## src/rtl/mf3_pkg.sv

```systemverilog
package mf3_pkg;

	// Sizes fixed by the pixel and register formats
	localparam int MF3_MAX_WIDTH = 2048;
	localparam int PIX_W = 8;
	localparam int CFG_W = 12;
	localparam int DATA_W = 32;
	localparam int ADDR_W = 3;
	localparam int MIN_DIM = 3;

	// 3x3 window: entry count, center tap, middle row newest column
	localparam int WIN_N = 9;
	localparam int WIN_MID = 4;
	localparam int WIN_RIGHT_MID = 5;

	// Register map (index = paddr[2])
	localparam logic REG_WIDTH = 1'b0;
	localparam logic REG_HEIGHT = 1'b1;
	localparam logic [CFG_W-1:0] WIDTH_RST = 12'd640;
	localparam logic [CFG_W-1:0] HEIGHT_RST = 12'd480;

	// Request codes
	localparam logic REQ_PIXEL = 1'b0;
	localparam logic REQ_FLUSH = 1'b1;

	typedef logic [PIX_W-1:0] pix_t;
	typedef logic [WIN_N-1:0][PIX_W-1:0] win_t;

	typedef struct packed {
		pix_t hi;
		pix_t mid;
		pix_t lo;
	} trio_t;

	// Per-item control carried down the pipeline
	typedef struct packed {
		logic emit;
		logic upd;
		logic flush;
		logic selwin;
		logic border;
		logic fend;
	} stage_t;

	// Line buffer access controls
	typedef struct packed {
		logic rd;
		logic mid_wr;
		logic up_wr;
	} lb_ctl_t;

	function automatic pix_t max2(input pix_t a, input pix_t b);
		return (a > b) ? a : b;
	endfunction

	function automatic pix_t min2(input pix_t a, input pix_t b);
		return (a < b) ? a : b;
	endfunction

	function automatic pix_t max3(input pix_t a, input pix_t b, input pix_t c);
		return max2(max2(a, b), c);
	endfunction

	function automatic pix_t min3(input pix_t a, input pix_t b, input pix_t c);
		return min2(min2(a, b), c);
	endfunction

	function automatic pix_t med3(input pix_t a, input pix_t b, input pix_t c);
		return max2(min2(a, b), min2(max2(a, b), c));
	endfunction

	function automatic trio_t sort3(input pix_t a, input pix_t b, input pix_t c);
		trio_t t;
		t.lo = min3(a, b, c);
		t.hi = max3(a, b, c);
		t.mid = med3(a, b, c);
		return t;
	endfunction

endpackage

```

## src/rtl/mf3_median.sv

```systemverilog
module mf3_median import mf3_pkg::*; (
	input  logic clk,
	input  logic en,
	input  win_t win,
	output pix_t med
);

	trio_t c0, c1, c2;
	trio_t c0_s3, c1_s3, c2_s3;

	// Sort each window column
	always_comb begin
		c0 = sort3(win[0], win[3], win[6]);
		c1 = sort3(win[1], win[4], win[7]);
		c2 = sort3(win[2], win[5], win[8]);
	end

	always_ff @(posedge clk) begin
		if (en) begin
			c0_s3 <= c0;
			c1_s3 <= c1;
			c2_s3 <= c2;
		end
	end

	// Median of max-of-lows, median-of-mids, min-of-highs
	assign med = med3(max3(c0_s3.lo, c1_s3.lo, c2_s3.lo),
		med3(c0_s3.mid, c1_s3.mid, c2_s3.mid),
		min3(c0_s3.hi, c1_s3.hi, c2_s3.hi));

endmodule
```

## config.mk

```make
export PLATFORM = sky130hd
export DESIGN_NAME = mf3_median
export DESIGN_NICKNAME = d
export VERILOG_FILES = /design/src/rtl/mf3_pkg.sv /design/src/rtl/mf3_median.sv
export SDC_FILE = /design/constraint.sdc
export NUM_CORES = 1
export LEC_CHECK = 0
export BUFFER_PORTS_ARGS = -buffer_cell sky130_fd_sc_hd__clkbuf_2
export CORE_UTILIZATION = 65
export DETAILED_ROUTE_END_ITERATION = 10
export PLACE_DENSITY = 0.83
export SYNTH_ARGS = -nofsm -noshare
export SYNTH_HDL_FRONTEND = slang
export SYNTH_SLANG_ARGS = --single-unit
```

## constraint.sdc

```tcl
create_clock -name clk -period 23.5 [get_ports clk]
set_input_delay 1.175 -clock clk [delete_from_list [all_inputs] [get_ports clk]]
set_output_delay 1.175 -clock clk [all_outputs]
set_load 0.01 [all_outputs]
```

==> flow_summary.yaml <==
floorplan:
  die_width_um: 121
  fp-row-count: 43
  die_h_um: 121
  die-area_um2: 14600
  io-pin-count: 82
  initial_utilization: 0.662
  core_area_um2: 13800
clocking:
  clk_pin_slew_worst_paths_ns: 0.06
  cts_setup_buffers: 0
  cts_resized: 0
  root_buffer: "clkbuf_16"
  cts_made_buffers: 9
  cts.sinks: 72
  cts_buffer_depth: 2
  cts_tree: "done"
  htree_levels: 3
  holdBufCountCts: 0
logic_synthesis:
  synth.cell_area_um2: 9160
  yosysWarningCount: 0
  synth_edf_count: 72
  syn-num-nets: 1309
  ys_types: 68
  yosysSeqAreaShare: 0.236
  netlist_instances: 1070
  synth_ff_type: "edfxtp_1"
  ys_seq_elements: 72
  avgSynthCellArea_um2: 8.56
  synthArstFlopShare: 0
worst_setup_path:
  cpMostUsedCell: "ha_1"
  max_stage_delay_ns: 0.82
  crit_fanout: 14
  crit_required_ns: 22.33
  crit_arrival_ns: 12.16
  worstSetupPathType: "flip-flop to output port"
  slowest_stage: "a311oi_2"
  start_kind: "flip-flop"
  endpoint_kind: "output port"
timing:
  final.min_clock_period_ns: 13.33
  slew_violations: 0
  setup_violations: 0
  hold_slack_ns: 1.21
  hold_viol_final: 0
  post-route-period-util: 0.567
  tightest_slew_ns: 1.20
  fmax_mhz: 75.0
  slew_headroom: 0.203
  tns_ns: 0
  rsz0062_at_grt: "no"
global_routing:
  grt_overflow: 0
  grt_max_degree: 73
  antenna_found_initial: 0
  gr-usage-all-layers: 0.324
  grt_pass1_vias: 7729
  grt_pass1_wl_um: 37100
finish:
  antenna_cells: 0
  layout_commonest_cell: "ha_1"
  final_cell_mix: "ha_1, inv_1, o21ai_0"
  drive_gt1_frac: 0.145
  nets: 1383
  synthToLayoutAreaGrowth_pct: 9.31
placed_design:
  port_buffers: 81
  gp_congestion: 0.952
  dp_hpwl_um: 18500
hold_path:
  min_from: "win[71]"
  hold_path_depth: 2
  hp-class: "primary input to flip-flop"
  hold-path-endpoint: "c2_s3[7]"
route:
  first_iter_violations: 844
  wl_per_cell_um: 17.4
  vias_per_cell: 6.09
  vias: 8087
  firstDrtPassIters: 5
  wl_um: 23100
  drtAntennaViolNets: 0
  drc_errors: 0
job:
  drv_cap: 0
status:
  status: "finished clean"
## layer usage
layer,part of all wire,track usage,wire (um),vias to the layer above
met5,0,0,0,-
met4,0.023,0.0949,534,0
met3,0.074,0.0491,1710,38
met2,0.47,0.562,10900,293
met1,0.43,0.415,9940,3737
li1,-,-,-,4019
## stage by stage
step | cells | setup WS (ns) | instance area, um^2 | util
5_1_grt | 1329 | 9.12 | 10000 | 0.724
3_5_place_dp | 1313 | 10.72 | 9690 | 0.701
3_3_place_gp | 1313 | 11.14 | 9690 | 0.701
2_1_floorplan | 1070 | 11.48 | 9160 | -
4_1_cts | 1329 | 10.35 | 10000 | 0.724
6_report | 1329 | 10.17 | 10000 | 0.724
## Yosys cell counts (all sizes together) (2+ instances only)
library cell / number / area share
a211oi: 4 / 0.0033
nor2b: 16 / 0.012
nor3: 3 / 0.0016
o211ai: 3 / 0.0030
mux2i: 61 / 0.067
a21boi: 10 / 0.0082
and2: 2 / 0.0015
edfxtp: 72 / 0.24
o21ai: 141 / 0.077
nand2b: 23 / 0.016
a21oi: 55 / 0.031
nand3: 13 / 0.0071
a31o: 2 / 0.0019
inv: 144 / 0.059
nand2: 125 / 0.051
or2b: 2 / 0.0019
a311oi: 3 / 0.0036
buf: 4 / 0.0049
nand4: 21 / 0.014
a21o: 36 / 0.030
o31ai: 7 / 0.0063
xnor2: 2 / 0.0019
ha: 165 / 0.23
mux2: 42 / 0.052
nor2: 35 / 0.014
clkbuf: 16 / 0.0066
o21a: 27 / 0.022
and4: 5 / 0.0053
o32a: 3 / 0.0048
or4b: 2 / 0.0022
and3: 3 / 0.0021
## how the worst max path moves through the flow
stage / from / endpoint / slack [ns] / cells after the start
3_5_place_dp: c0_s3[15] / med[2] / 10.72 / 56
2_1_floorplan: c0_s3[9] / med[3] / 11.48 / 57
6_report: c1_s3[9] / med[0] / 10.17 / 55
5_1_grt: c0_s3[13] / med[3] / 9.12 / 56
3_3_place_gp: c1_s3[9] / med[4] / 11.14 / 55
4_1_cts: c0_s3[15] / med[0] / 10.35 / 55
## final cells by class
| cell class | instances | area, um^2 |
|---|---|---|
| Tap cell | 180 | 225 |
| Multi-Input combinational cell | 833 | 6340 |
| Fill cell | 1072 | 3820 |
| Inverter | 144 | 541 |
| Clock buffer | 11 | 233 |
| Sequential cell | 72 | 2160 |
| Clock inverter | 5 | 81.3 |
| Timing Repair Buffer | 84 | 428 |
## worst max-delay path: cells and delay by family (launching register included)
kind	cells	cell delay [ns]
flip-flops	1	0.45
AND/OR/NAND/NOR	12	1.69
multiplexers	4	1.21
AO/OA/AOI/OAI	29	6.32
buffers and inverters	4	0.48
adder cells (fa/ha/maj)	6	1.65
## cell families after synthesis
family	count (synthesis)	synth area share
AOI/OAI and AO/OA	306	0.209
xor gates and xnor gates	2	0.00191
adders and majority gates	166	0.227
buffers and inverters	165	0.0716
DFF	72	0.236
muxes	103	0.119
and+or+nand+nor	256	0.136
## state kept, by name (all words and copies together), names as in the netlist
register,cells
c0_s3,24
c1_s3,24
c2_s3,24
Power is not shown: default switching activity piles up to over one toggle a cycle in this logic, so the estimate is an artifact.
